**src/rtl/core/psaf_pkg.sv**
```systemverilog
// ----------------------------------------------------------------------------
// psaf_pkg
// Shared types and constants of the pairing slot address filter.
// ----------------------------------------------------------------------------
package psaf_pkg;

    localparam int NUM_SLOTS   = 4;
    localparam int SLOT_W      = 2;
    localparam int KIND_W      = 3;
    localparam int ADDR_W      = 48;
    localparam int IN_TDATA_W  = 56;
    localparam int OUT_TDATA_W = 56;

    typedef enum logic [KIND_W-1:0] {
        KIND_FILTER = 3'd0,
        KIND_ASSIGN = 3'd1,
        KIND_FORGET = 3'd2,
        KIND_WIPE   = 3'd3,
        KIND_READ   = 3'd4
    } t_kind;

    typedef struct packed {
        logic [KIND_W-1:0] kind;
        logic [SLOT_W-1:0] slot_index;
        logic [ADDR_W-1:0] device_address;
    } t_item;

    typedef struct packed {
        logic              discoverable;
        logic [ADDR_W-1:0] slot_address;
        logic              slot_was_used;
        logic              accepted;
    } t_result;

endpackage

```
**src/rtl/core/psaf_in_stage.sv**
```systemverilog
// ----------------------------------------------------------------------------
// psaf_in_stage
// Input register: holds one accepted item until the table takes it.
// ----------------------------------------------------------------------------
module psaf_in_stage (
    input  logic            i_clk,
    input  logic            i_rst_n,
    input  logic            i_valid,
    output logic            o_ready,
    input  psaf_pkg::t_item i_item,
    input  logic            i_take,
    output logic            o_valid,
    output psaf_pkg::t_item o_item
);
    import psaf_pkg::*;

    logic  r_valid;
    logic  n_valid;
    t_item r_item;

    // Free when empty, or when the held item leaves this cycle.
    assign o_ready = !r_valid || i_take;
    assign n_valid = (i_valid && o_ready) || (r_valid && !i_take);

    always_ff @(posedge i_clk) begin
        if (!i_rst_n) begin
            r_valid <= 1'b0;
        end else begin
            r_valid <= n_valid;
        end
    end

    always_ff @(posedge i_clk) begin
        if (i_valid && o_ready) begin
            r_item <= i_item;
        end
    end

    assign o_valid = r_valid;
    assign o_item  = r_item;

endmodule

```
**src/rtl/core/psaf_slot_table.sv**
```systemverilog
// ----------------------------------------------------------------------------
// psaf_slot_table
// Slot store with parallel address compare, result logic and table update.
// ----------------------------------------------------------------------------
module psaf_slot_table (
    input  logic                        i_clk,
    input  logic                        i_rst_n,
    input  logic                        i_fire,
    input  psaf_pkg::t_item             i_item,
    input  logic [psaf_pkg::SLOT_W-1:0] i_current_slot,
    output psaf_pkg::t_result           o_result
);
    import psaf_pkg::*;

    logic [ADDR_W-1:0] r_addr [NUM_SLOTS];
    logic [ADDR_W-1:0] n_addr [NUM_SLOTS];
    logic [NUM_SLOTS-1:0] r_used;
    logic [NUM_SLOTS-1:0] n_used;

    t_kind             kind;
    logic [SLOT_W-1:0] target;
    logic              tgt_ok;
    logic              cur_ok;
    logic              tgt_used;
    logic [ADDR_W-1:0] tgt_addr;
    logic [NUM_SLOTS-1:0] match;
    logic              owner_found;
    logic [SLOT_W-1:0] owner_idx;
    logic              accepted;

    assign kind = t_kind'(i_item.kind);

    always_comb begin
        target      = i_item.slot_index;
        tgt_used    = 1'b0;
        tgt_addr    = '0;
        owner_found = 1'b0;
        owner_idx   = '0;
        accepted    = 1'b0;
        n_used      = r_used;
        n_addr      = r_addr;

        if (kind == KIND_FILTER || kind == KIND_ASSIGN) begin
            target = i_current_slot;
        end
        tgt_ok = (int'(target) < NUM_SLOTS);
        cur_ok = (int'(i_current_slot) < NUM_SLOTS);

        // Report the addressed slot as it stands before the operation.
        for (int i = 0; i < NUM_SLOTS; i++) begin
            match[i] = r_used[i] && (r_addr[i] == i_item.device_address);
            if (tgt_ok && target == SLOT_W'(i) && r_used[i]) begin
                tgt_used = 1'b1;
                tgt_addr = r_addr[i];
            end
        end

        // Owner is the lowest used slot holding the address.
        for (int i = NUM_SLOTS - 1; i >= 0; i--) begin
            if (match[i]) begin
                owner_found = 1'b1;
                owner_idx   = SLOT_W'(i);
            end
        end

        unique case (kind)
            KIND_FILTER: begin
                accepted = !(owner_found && owner_idx != i_current_slot)
                        && !(cur_ok && tgt_used
                             && tgt_addr != i_item.device_address);
            end
            KIND_ASSIGN: begin
                for (int i = 0; i < NUM_SLOTS; i++) begin
                    if (tgt_ok && target == SLOT_W'(i) && !r_used[i]) begin
                        n_used[i] = 1'b1;
                        n_addr[i] = i_item.device_address;
                    end
                end
            end
            KIND_FORGET: begin
                for (int i = 0; i < NUM_SLOTS; i++) begin
                    if (target == SLOT_W'(i)) begin
                        n_used[i] = 1'b0;
                    end
                end
            end
            KIND_WIPE: begin
                n_used = '0;
            end
            default: begin
            end
        endcase
    end

    always_ff @(posedge i_clk) begin
        if (!i_rst_n) begin
            r_used <= '0;
        end else if (i_fire) begin
            r_used <= n_used;
        end
    end

    // Address entries only count while the used flag is set.
    always_ff @(posedge i_clk) begin
        if (i_fire) begin
            r_addr <= n_addr;
        end
    end

    assign o_result.accepted      = accepted;
    assign o_result.slot_was_used = tgt_used;
    assign o_result.slot_address  = tgt_addr;
    assign o_result.discoverable  = ~&n_used;

endmodule

```
**src/rtl/core/psaf_out_stage.sv**
```systemverilog
// ----------------------------------------------------------------------------
// psaf_out_stage
// Result register: holds one result until the receiver takes it.
// ----------------------------------------------------------------------------
module psaf_out_stage (
    input  logic              i_clk,
    input  logic              i_rst_n,
    input  logic              i_load,
    input  psaf_pkg::t_result i_result,
    input  logic              i_ready,
    output logic              o_free,
    output logic              o_valid,
    output psaf_pkg::t_result o_result
);
    import psaf_pkg::*;

    logic    r_valid;
    t_result r_result;

    assign o_free = !r_valid || i_ready;

    always_ff @(posedge i_clk) begin
        if (!i_rst_n) begin
            r_valid <= 1'b0;
        end else if (o_free) begin
            r_valid <= i_load;
        end
    end

    always_ff @(posedge i_clk) begin
        if (i_load) begin
            r_result <= i_result;
        end
    end

    assign o_valid  = r_valid;
    assign o_result = r_result;

endmodule

```
**src/rtl/core/pairing_slot_address_filter.sv**
```systemverilog
// ----------------------------------------------------------------------------
// pairing_slot_address_filter
// Table of pairing slots with inquiry filter, assign, forget, wipe and read.
// ----------------------------------------------------------------------------
// Usage:
//   Items arrive on the slave stream; tuser carries the operation kind and
//   tdata the slot index and the 48-bit device address. Each item gives
//   exactly one result on the master stream, in order.
//   The configuration channel writes the current slot; write it only while
//   no item is in flight. A value beyond the slot count is dropped.
//   Each item waits in the input register, then the table works in one pass
//   into the result register, which holds the result until it is taken.
//   Throughput: one item per cycle while the receiver takes each result;
//   the single-pass compare of all slots against the address sets that figure.
//   The input register accepts a new item while a finished result waits,
//   so one item is buffered when the receiver stalls; after that tready
//   drops until the result is taken.
//   Reset empties the table, sets the current slot to zero and clears
//   both stages.
// ----------------------------------------------------------------------------
module pairing_slot_address_filter (
    input  logic                             i_clk,
    input  logic                             i_rst_n,
    // configuration write channel
    input  logic                             i_cfg_valid,
    output logic                             o_cfg_ready,
    input  logic [psaf_pkg::SLOT_W-1:0]      i_cfg_data,
    // slave stream
    input  logic                             s_axis_tvalid,
    output logic                             s_axis_tready,
    // [1:0] slot_index, [49:2] device_address, [55:50] zero
    input  logic [psaf_pkg::IN_TDATA_W-1:0]  s_axis_tdata,
    // [2:0] kind
    input  logic [psaf_pkg::KIND_W-1:0]      s_axis_tuser,
    // master stream
    output logic                             m_axis_tvalid,
    input  logic                             m_axis_tready,
    // [0] accepted, [1] slot_was_used, [49:2] slot_address,
    // [50] discoverable, [55:51] zero
    output logic [psaf_pkg::OUT_TDATA_W-1:0] m_axis_tdata
);
    import psaf_pkg::*;

    logic [SLOT_W-1:0] r_current_slot;
    t_item             in_item;
    t_item             held_item;
    logic              held_valid;
    logic              out_free;
    logic              take;
    t_result           table_result;
    t_result           out_result;

    // Configuration is always taken; ignore slot numbers beyond the table.
    assign o_cfg_ready = 1'b1;

    always_ff @(posedge i_clk) begin
        if (!i_rst_n) begin
            r_current_slot <= '0;
        end else if (i_cfg_valid && int'(i_cfg_data) < NUM_SLOTS) begin
            r_current_slot <= i_cfg_data;
        end
    end

    // Unpack the slave transfer.
    assign in_item.kind           = s_axis_tuser;
    assign in_item.slot_index     = s_axis_tdata[SLOT_W-1:0];
    assign in_item.device_address = s_axis_tdata[SLOT_W +: ADDR_W];

    // Advance the held item whenever the result register has room.
    assign take = held_valid && out_free;

    psaf_in_stage u_in (
        .i_clk   (i_clk),
        .i_rst_n (i_rst_n),
        .i_valid (s_axis_tvalid),
        .o_ready (s_axis_tready),
        .i_item  (in_item),
        .i_take  (take),
        .o_valid (held_valid),
        .o_item  (held_item)
    );

    psaf_slot_table u_table (
        .i_clk          (i_clk),
        .i_rst_n        (i_rst_n),
        .i_fire         (take),
        .i_item         (held_item),
        .i_current_slot (r_current_slot),
        .o_result       (table_result)
    );

    psaf_out_stage u_out (
        .i_clk    (i_clk),
        .i_rst_n  (i_rst_n),
        .i_load   (take),
        .i_result (table_result),
        .i_ready  (m_axis_tready),
        .o_free   (out_free),
        .o_valid  (m_axis_tvalid),
        .o_result (out_result)
    );

    // Pack the result, padding to whole bytes with zeros.
    assign m_axis_tdata = {{(OUT_TDATA_W - ADDR_W - 3){1'b0}},
                           out_result.discoverable,
                           out_result.slot_address,
                           out_result.slot_was_used,
                           out_result.accepted};

endmodule

```
**config.mk**
```make
export PLATFORM = sky130hd
export DESIGN_NAME = pairing_slot_address_filter
export DESIGN_NICKNAME = d
export VERILOG_FILES = /design/src/rtl/core/psaf_pkg.sv /design/src/rtl/core/psaf_in_stage.sv /design/src/rtl/core/psaf_slot_table.sv /design/src/rtl/core/psaf_out_stage.sv /design/src/rtl/core/pairing_slot_address_filter.sv
export SDC_FILE = /design/constraint.sdc
export NUM_CORES = 1
export LEC_CHECK = 0
export BUFFER_PORTS_ARGS = -buffer_cell sky130_fd_sc_hd__clkbuf_2
export CAP_MARGIN = 0
export CELL_PAD_IN_SITES_DETAIL_PLACEMENT = 0
export CELL_PAD_IN_SITES_GLOBAL_PLACEMENT = 1
export CORE_MARGIN = 5
export CORE_UTILIZATION = 40
export CTS_CLUSTER_DIAMETER = 200
export DETAILED_ROUTE_END_ITERATION = 12
export HOLD_SLACK_MARGIN = 0.02
export PLACE_DENSITY = 0.78
export SETUP_SLACK_MARGIN = 0.1
export SLEW_MARGIN = 0
export SYNTH_ARGS = -nofsm -noshare
export SYNTH_HDL_FRONTEND = slang
export SYNTH_SLANG_ARGS = --single-unit
```
**constraint.sdc**
```tcl
create_clock -name i_clk -period 7.05 [get_ports i_clk]
set_clock_uncertainty 0.2 [all_clocks]
set_input_delay 0.3525 -clock i_clk [delete_from_list [all_inputs] [get_ports i_clk]]
set_output_delay 0.3525 -clock i_clk [all_outputs]
set_load 0.005 [all_outputs]
```
# Yosys cells after proc, flatten, opt, wreduce, memory -nomap -nowiden
# Index checks and enable logic that the tools add are counted.
[classes]
n_eq_ne = 12
mux = 26
reduce_logical = 39
[op_table]
columns = ["op", "count"]
rows = [
  ["48-bit == test", 4],
  ["48-bit two-way mux", 4],
  ["48-bit != test", 1],
  ["1-bit logical AND", 18],
  ["1-bit two-way mux", 16],
  ["4-bit one-hot mux with 3 select lines", 1],
  ["3-bit AND reduction", 4],
  ["1-bit zero test", 10],
  ["2-bit two-way mux", 5],
  ["3-bit by 2-bit == test with 1-bit output (second input constant)", 2],
  ["2-bit == test (second input constant)", 2],
  ["1-bit logical OR", 4],
  ["4-bit AND reduction", 1],
  ["3-bit by 1-bit == test with 1-bit output (second input constant)", 1],
  ["3-bit zero test", 1],
  ["2-bit by 1-bit == test with 1-bit output (second input constant)", 1],
  ["2-bit zero test", 1],
  ["2-bit != test", 1],
]
[totals]
ff_bits = 304
inputBits = 66
out_inout_bits = 59
elab_cells = 92

# Logic depth before layout (Yosys ltp)
# Gate-level depths: netlist (run 1).
[logic_depth]
depth_word = 13
mapped_depth = 12

# By module
# From an unflattened synthesis (run 1), not the netlist that was laid out.
[hier_totals]
cells_unflattened = 1087
hier_area_um2 = 14353.8
[by_module_without_submodules]
columns = ["module", "instances", "cells_each", "area_each_um2"]
rows = [
  ["psaf_slot_table", 1, 959, 10993.0],
  ["psaf_in_stage", 1, 58, 1649.1],
  ["psaf_out_stage", 1, 55, 1580.3],
  ["pairing_slot_address_filter", 1, 15, 131.4],
]

# Worst setup path after synthesis (run 1)
# No wires, ideal clock.
[synth_timing]
path_kind = "reg-to-reg"
startpoint = "reg u_out.r_valid (netlist: u_out.o_valid)"
endpoint = "reg u_table.r_addr[144] (netlist name), enable pin"
setup_time_ps = 575
arrival_ps = 6696
required_time_ps = 6275
path_slack_ps = -421
path_stages_with_launch = 6
path_buffers = 0
period_less_slack_ps = 7471
path_cell_list = "dfxtp_1 nor2b_1 nand2b_1 inv_1 nand3b_1 nor4_1"
[synth_between]
elab_chain_len = 4
[synth_lines]
columns = ["element", "line", "source"]
rows = [
  ["start: declaration", "psaf_out_stage.sv:17", "logic r_valid;"],
  ["start signal: assignment", "psaf_out_stage.sv:26", "r_valid <= i_load;"],
  ["1-bit zero test", "psaf_out_stage.sv:20", "assign o_free = !r_valid || i_ready;"],
  ["1-bit logical OR", "psaf_out_stage.sv:20", ""],
  ["1-bit logical AND", "pairing_slot_address_filter.sv:70", "assign take = held_valid && out_free;"],
  ["net take", "pairing_slot_address_filter.sv:49", "logic take;"],
  ["3-bit AND reduction (no line)", "--", ""],
  ["end signal: assignment", "psaf_slot_table.sv:106", "r_addr <= n_addr;"],
  ["end: declaration", "psaf_slot_table.sv:15", "logic [ADDR_W-1:0] r_addr [NUM_SLOTS];"],
]
# The timed path passes the listed nets, and every way through them passes these cells.
# A chain may end at the register's enable or synchronous reset.

# Worst setup path in the final report (run 1)
[layout_timing]
startpoint = "reg u_in.r_item, in the netlist u_in.o_item[52]"
endpoint = "reg u_out.r_result, in the netlist u_out.o_result[0] (data pin)"
[layout_between]
elab_chain_len = 13
word_cells_on_any_way = 24
classes_between = "eq/ne: 5; mux: 9; reduce/logical: 10"
[layout_lines]
columns = ["element", "line", "source"]
rows = [
  ["start: declaration", "psaf_in_stage.sv:19", "t_item r_item;"],
  ["start signal: assignment", "psaf_in_stage.sv:35", "r_item <= i_item;"],
  ["3-bit by 1-bit == test with 1-bit output or 3-bit zero test (tied branches)", "psaf_slot_table.sv:43, psaf_slot_table.sv:66", ""],
  ["1-bit logical OR", "psaf_slot_table.sv:43", "if (kind == KIND_FILTER || kind == KIND_ASSIGN) begin"],
  ["2-bit two-way mux", "psaf_slot_table.sv:43", ""],
  ["2-bit zero test", "psaf_slot_table.sv:52", "if (tgt_ok && target == SLOT_W'(i) && r_used[i]) begin"],
  ["1-bit logical AND", "psaf_slot_table.sv:52", ""],
  ["48-bit two-way mux (4 in a row)", "psaf_slot_table.sv:52", ""],
  ["48-bit != test", "psaf_slot_table.sv:70", "&& tgt_addr != i_item.device_address);"],
  ["1-bit logical AND", "psaf_slot_table.sv:70", ""],
  ["1-bit zero test", "psaf_slot_table.sv:69", "&& !(cur_ok && tgt_used"],
  ["1-bit logical AND", "psaf_slot_table.sv:69", ""],
  ["end signal: assignment", "psaf_out_stage.sv:32", "r_result <= i_result;"],
  ["end: declaration", "psaf_out_stage.sv:18", "t_result r_result;"],
]
# Several ways; a longest one is shown, not always the timed one.

==> results.py, run 1 <==
metrics = {
    "worst_setup_path": {
        "cp_num_buf_inv": 1,
        "crit_required_ns": 7.18,
        "worstPathMaxFanout": 16,
        "crit_arrival_ns": 4.58,
        "critPathKind": "reg2reg",
        "cpLargestDelayFamily": "simple AND/OR/NAND/NOR gates",
        "cp-startpoint": "u_in.o_item[52]",
        "critPathMaxStageDelay_ns": 0.79,
        "worst_r2r_startpoint": "u_in.o_item[52]",
        "setup.worst_path.end": "u_out.o_result[0]",
        "path_depth": 10,
        "ff2ff_path_depth": 10,
        "r2r_slack_ns": 2.60,
        "start_kind": "flop",
        "worstSetupEndpointType": "flop",
        "crit_chain": "o21a_1, buf_4, nor2_2, o21ai_0, a222oi_1, xor2_1, nand2_1, nor4_1, nand4_1, o22ai_1",
        "crit_path_top_delay_cell": "nor2_2",
        "regToRegEndpoint": "u_out.o_result[0]",
    },
    "cells_and_area": {
        "fin_cells": 1718,
        "antennaDiodeCount": 0,
        "drive_gt1_share_pct": 16.7,
        "final_common_cell": "edfxtp_1",
        "final_area_sq_um": 17000,
        "post-route-util_pct": 48.2,
        "nFillCells": 3132,
        "seqCellArea_sq_um": 9050,
        "syn2layout_area_growth_pct": 19.5,
        "layout.nets": 1296,
        "multi_input_area_sq_um": 4760,
        "layout_common_cells": "296 x edfxtp_1, 124 x xnor2_1, 112 x clkbuf_2",
    },
    "clock_network": {
        "clockBufferDepth": 3,
        "clock_tree.root_cell": "clkbuf_16",
        "cts_setup_buffers": 0,
        "cts_buffers": 35,
        "htreeDepth": 2,
        "cts_hold_buf": 62,
        "worstSkewPairLatency_ns": 0.54,
        "path_clk_slew_ns": 0.06,
        "cts.sinks": 304,
        "post_cts_resized": 0,
        "cts_tree": "done",
    },
    "synthesis": {
        "synth_top_family_by_area": "XOR/XNOR gates",
        "synth.avg_cell_area_sq_um": 13.2,
        "synth-async-reset-ratio_pct": 0,
        "synth_xor_area_share_pct": 12.3,
        "synth-compound-area-share_pct": 9.51,
        "synthCells": 1082,
        "synth_warnings": 0,
        "synthesis.area_sq_um": 14300,
        "ys_ff_latch": 304,
        "synth_edf_count": 296,
        "synth_adder_area_share_pct": 0,
        "synth_mux_area_share_pct": 1.46,
        "yosysSeqAreaShare_pct": 63.4,
        "synthSimpleGateAreaFrac_pct": 9.68,
        "synth_cell_types": 65,
        "synth_flop_cell": "edfxtp_1",
    },
    "floorplanning": {
        "start_util_pct": 40.3,
        "die-area_sq_um": 39500,
        "die_height_microns": 199,
        "row_count": 69,
        "pin_count": 125,
        "core-area_sq_um": 35400,
        "fp.dieW_microns": 199,
    },
    "timing": {
        "setup_tns_ns": 0,
        "max_slew_margin_pct": 32.2,
        "fin_crit_ns": 4.45,
        "finalHoldViolations": 0,
        "holdWs_ns": 0.245,
        "setup-violations-final": 0,
        "tightest_slew_ns": 1.02,
        "rsz0062_at_grt": "no",
        "maxSlewViolCount": 0,
        "post-route-period-util_pct": 63.2,
        "max_freq_ghz": 0.225,
    },
    "placement": {
        "placed_cell_area_sq_um": 15200,
        "place_congestion": 0.979,
        "io_buffers": 112,
        "dp_cells": 1592,
        "dp_hpwl_microns": 30200,
    },
    "power": {
        "power.density_nw_per_um2": 250,
        "total_leakage_power_uw": 0.00580,
        "peakVddDrop_mv": 0.185,
    },
    "detailed_routing": {
        "wirelength_microns": 45300,
        "postRouteAntennaNets": 0,
        "drc": 0,
        "routedWlPerCell_microns": 26.3,
        "vias": 10000,
        "drt_iter0_markers": 1397,
        "drtPass1Iterations": 9,
        "vias_per_cell": 5.83,
    },
    "run": {
        "cap_viol_max_count": 0,
    },
    "global_routing": {
        "grt_max_degree": 54,
        "antenna_found_initial": 0,
        "overflow": 0,
        "grt_pass1_vias": 9506,
        "grt_use_total_pct": 22.5,
        "grt_pass1_wl_microns": 65100,
    },
    "run_status": {
        "status": "finished clean",
    },
    "min_path": {
        "min_from": "m_axis_tready",
        "min_path_type": "in2reg",
    },
}
==> cell type report <==
| type | instances | share of cell area, % |
|---|---|---|
| flip-flops and latches | 304 | 53.1 |
| multi-input cells | 659 | 27.9 |
| repair buffers | 196 | 7.90 |
| clock buffers | 40 | 5.37 |
| well taps | 461 | 3.38 |
| clock inverters | 24 | 1.57 |
| inverters | 34 | 0.749 |
==> stage by stage <==
step,total power [uW],setup slack (ns)
3_3_place_gp,2390,2.80
6_report,4260,2.60
3_5_place_dp,2390,2.77
5_1_grt,4400,2.38
2_1_floorplan,2260,0.652
4_1_cts,4280,2.73
==> sequential cells by signal (all words and copies together) (netlist names) <==
signal / count
u_in.o_item: 53
u_table.r_addr: 192
u_table.r_used: 4
u_in.o_valid: 1
r_current_slot: 2
u_out.o_valid: 1
u_out.o_result: 51
==> Yosys cell counts, types with 3 or more instances <==
cell	number	area [sq um]
and3_1	3	18.8
xnor2_1	124	1090
a21oi_1	38	190
o21ai_1	3	15.0
o21ai_0	32	160
nand4_1	55	344
clkbuf_1	67	251
mux2i_1	16	160
inv_1	34	128
a22oi_1	10	75.1
o211ai_1	16	120
o2111ai_1	4	35.0
a221o_1	28	280
a222oi_1	8	80.1
and2_1	8	50.1
o21a_1	3	22.5
or2_2	5	31.3
buf_2	10	50.1
nand2_1	42	158
nor2b_1	14	87.6
nor2_1	12	45.0
buf_4	8	60.1
nand2b_1	8	50.1
nor4_1	30	188
a21o_1	15	113
xor2_1	76	666
nand3_1	43	215
nor3_1	7	35.0
a22o_1	5	43.8
mux2_2	3	33.8
a2111oi_0	5	43.8
dfxtp_1	8	160
buf_1	3	11.3
edfxtp_1	296	8890
o22ai_1	6	37.5
==> cells by family after synthesis <==
family                    Yosys count
DFF                               304
buffers and inverters             123
other                               2
and+or+nand+nor                   244
xor gates and xnor gates          200
AOI/OAI and AO/OA                 189
muxes                              20
==> worst min path at each step <==
stage | to | slack [ns] | cells past startpoint
after floorplan | u_in.o_item[0] | 0.25 | 0
after global placement | u_out.o_valid | 0.30 | 1
after detailed placement | u_out.o_valid | 0.31 | 1
after CTS | u_table.r_used[3] | 0.22 | 5
after global routing | u_table.r_used[1] | 0.28 | 5
final | u_table.r_used[3] | 0.24 | 5
==> routing by layer <==
| metal | up-vias | wire length (microns) | GRT usage [%] |
|---|---|---|---|
| met5 | - | 0 | 0 |
| met4 | 0 | 1800 | 8.05 |
| met3 | 90 | 4560 | 4.25 |
| met2 | 658 | 20200 | 34.5 |
| met1 | 4894 | 18700 | 32.1 |
| li1 | 4380 | - | - |
==> report_power, final <==
group	leakage (uW)	internal (uW)	switching, uW
Clock	0.000570	1120	748
Combinational	0.00244	118	171
Sequential	0.00279	2030	71.4
Total	0.00580	3270	990
==> worst reg2reg max path, delay by kind of cell (launching register included) <==
kind / cells / cell delay [ns]
AOI/OAI and AO/OA: 4 / 1.36
xor gates and xnor gates: 1 / 0.19
buffers and inverters: 1 / 0.23
DFF: 1 / 0.62
and+or+nand+nor: 4 / 1.68
Power figures use the tool's default switching activity.
==> run 2: changes to the inputs <==
--- a/config.mk
+++ b/config.mk
@@ -14,7 +14,7 @@
 export CTS_CLUSTER_DIAMETER = 200
 export DETAILED_ROUTE_END_ITERATION = 12
 export HOLD_SLACK_MARGIN = 0.02
-export PLACE_DENSITY = 0.78
+export PLACE_DENSITY = 0.75
 export SETUP_SLACK_MARGIN = 0.1
 export SLEW_MARGIN = 0
 export SYNTH_ARGS = -nofsm -noshare
==> constraint.sdc (replaced) <==
create_clock -name i_clk -period 4.5 [get_ports i_clk]
set_clock_uncertainty 0.2 [all_clocks]
set_input_delay 0.225 -clock i_clk [delete_from_list [all_inputs] [get_ports i_clk]]
set_output_delay 0.225 -clock i_clk [all_outputs]
set_load 0.005 [all_outputs]
==> run 2 against run 1 <==
Effect of this change:
- sequential power up 56%
- clock-buffer cell count up 3
- cell area grew 1.3%
- total power up 59%
- clock power is 61% higher
- worst hold slack lost 0.11 ns
- critical path depth fell by 1
- first-iteration DRC count down 21%
- critical endpoint unchanged
==> results.py, run 2 (same netlist as run 1, synthesis figures left out) <==
metrics = {
    "placement": {
        "placed_cell_area_sq_um": 15400,
        "io_buffers": 112,
        "dp_hpwl_microns": 30800,
        "place_congestion": 0.986,
    },
    "worst_setup_path": {
        "cp_num_buf_inv": 1,
        "crit_arrival_ns": 3.98,
        "worstPathMaxFanout": 16,
        "regToRegEndpoint": "u_out.o_result[0]",
        "ff2ff_path_depth": 9,
        "r2r_slack_ns": 0.67,
        "crit_required_ns": 4.66,
        "cpLargestDelayFamily": "compound AO/OA/AOI/OAI gates",
        "crit_path_top_delay_cell": "mux2_2",
        "worst_r2r_startpoint": "u_in.o_item[52]",
        "critPathKind": "reg2reg",
        "worstSetupEndpointType": "flop",
        "crit_chain": "buf_4, nor2_4, mux2_2, a21oi_1, a222oi_1, a221o_1, nor4_1, nand4_1, o22ai_1",
        "critPathMaxStageDelay_ns": 0.58,
        "start_kind": "flop",
    },
    "detailed_routing": {
        "routedWlPerCell_microns": 25.8,
        "vias": 9922,
        "wirelength_microns": 44800,
        "drt_iter0_markers": 1098,
        "postRouteAntennaNets": 0,
        "drc": 0,
        "drtPass1Iterations": 7,
        "vias_per_cell": 5.72,
    },
    "floorplanning": {
        "die_height_microns": 199,
        "pin_count": 125,
        "fp.dieW_microns": 199,
        "die-area_sq_um": 39500,
        "core-area_sq_um": 35400,
        "start_util_pct": 40.3,
        "row_count": 69,
    },
    "min_path": {
        "min_from": "m_axis_tready",
        "whs_endpoint": "u_table.r_used[3]",
        "min_path_type": "in2reg",
        "worstHoldPathCells": 5,
    },
    "cells_and_area": {
        "syn2layout_area_growth_pct": 21.1,
        "largest_reg_flops": 192,
        "layout.nets": 1313,
        "final_area_sq_um": 17300,
        "antennaDiodeCount": 0,
        "layout_common_cells": "296 x edfxtp_1, 124 x xnor2_1, 112 x clkbuf_2",
        "drive_gt1_share_pct": 17.9,
        "final_common_cell": "edfxtp_1",
        "top_register": "u_table.r_addr",
    },
    "timing": {
        "post-route-period-util_pct": 85.1,
        "setup-violations-final": 0,
        "rsz0062_at_grt": "no",
        "fin_crit_ns": 3.83,
        "tightest_slew_ns": 0.944,
        "finalHoldViolations": 0,
        "max_slew_margin_pct": 35.5,
        "max_freq_ghz": 0.261,
        "setup_tns_ns": 0,
        "maxSlewViolCount": 0,
    },
    "global_routing": {
        "grt_max_degree": 54,
        "grt_pass1_wl_microns": 64300,
        "antenna_found_initial": 0,
        "overflow": 0,
        "grt_use_total_pct": 22.1,
        "grt_pass1_vias": 9406,
    },
    "clock_network": {
        "clockBufferDepth": 3,
        "cts.sinks": 304,
        "clock_tree.root_cell": "clkbuf_16",
        "worstSkewPairLatency_ns": 0.53,
        "htreeDepth": 2,
        "cts_buffers": 36,
        "cts_tree": "done",
        "post_cts_resized": 0,
        "path_clk_slew_ns": 0.05,
        "cts_setup_buffers": 0,
    },
    "run": {
        "cap_viol_max_count": 0,
    },
    "power": {
        "peakVddDrop_mv": 0.224,
        "total_leakage_power_uw": 0.00592,
        "power.density_nw_per_um2": 392,
        "power_uw": 6780,
    },
    "run_status": {
        "status": "finished clean",
    },
}
-- run 2: changes by cell type in the layout (fill, tap and decap cells not counted), moves of 2 or more --
cell,before,now
nor3b_2,2,0
clkbuf_8,0,2
buf_12,0,3
nor3b_4,1,3
clkinvlp_4,4,2
buf_4,22,35
-- run 2: through the flow --
step	hold slack, ns	cells	worst slack [ns]	util [%]
after floorplan	0.124	1086	0.232	-
after global placement	0.204	1608	0.788	43.6
after detailed placement	0.204	1608	0.757	43.6
after CTS	0.117	1734	0.723	48.8
after global routing	0.170	1734	0.506	48.8
final	0.139	1734	0.671	48.8
-- run 2: timing repair --
action | in CTS | in global routing
hold buffers | 62 | 0
endpoints found under the hold margin | 61 | 0
setup endpoints to repair | 0 | 0
-- run 2: area by class of cell --
type	instances	area, sq um
clock inverters	21	260
fillers	3098	18100
clock buffers	43	968
multi-input cells	659	4780
repair buffers	212	1500
well taps	461	577
inverters	34	131
flip-flops and latches	304	9050
-- run 2: power breakdown --
part           leakage, uW  switching, uW  internal [uW]
clock             0.000607           1140           1880
sequential         0.00279            105           3180
combinational      0.00252            277            196
-- run 2: how the worst max path moves through the flow --
stage,startpoint,end,slack [ns],cells after the start
after CTS,u_in.o_item[52],u_out.o_result[0],0.72,11
after detailed placement,u_in.o_item[52],u_out.o_result[0],0.76,11
after floorplan,u_out.o_valid,u_table.r_addr[0],0.23,5
after global placement,u_in.o_item[52],u_out.o_result[0],0.79,11
final,u_in.o_item[52],u_out.o_result[0],0.67,9
after global routing,u_in.o_item[51],u_out.o_result[0],0.51,11
-- run 2: worst register-to-register path, stage by stage, from the launching register on --
cell	delay (ns)
edfxtp_1	0.50
buf_4	0.22
nor2_4	0.17
mux2_2	0.58
a21oi_1	0.52
a222oi_1	0.23
a221o_1	0.33
nor4_1	0.43
nand4_1	0.28
o22ai_1	0.20
-- run 2: layer usage --
metal / global-route usage, % / vias up / share of wire (%)
li1: - / 4408 / -
met3: 3.86 / 81 / 9.0
met1: 31.5 / 4877 / 42
met4: 7.50 / 0 / 3.4
met2: 34.5 / 556 / 46
met5: 0 / - / 0
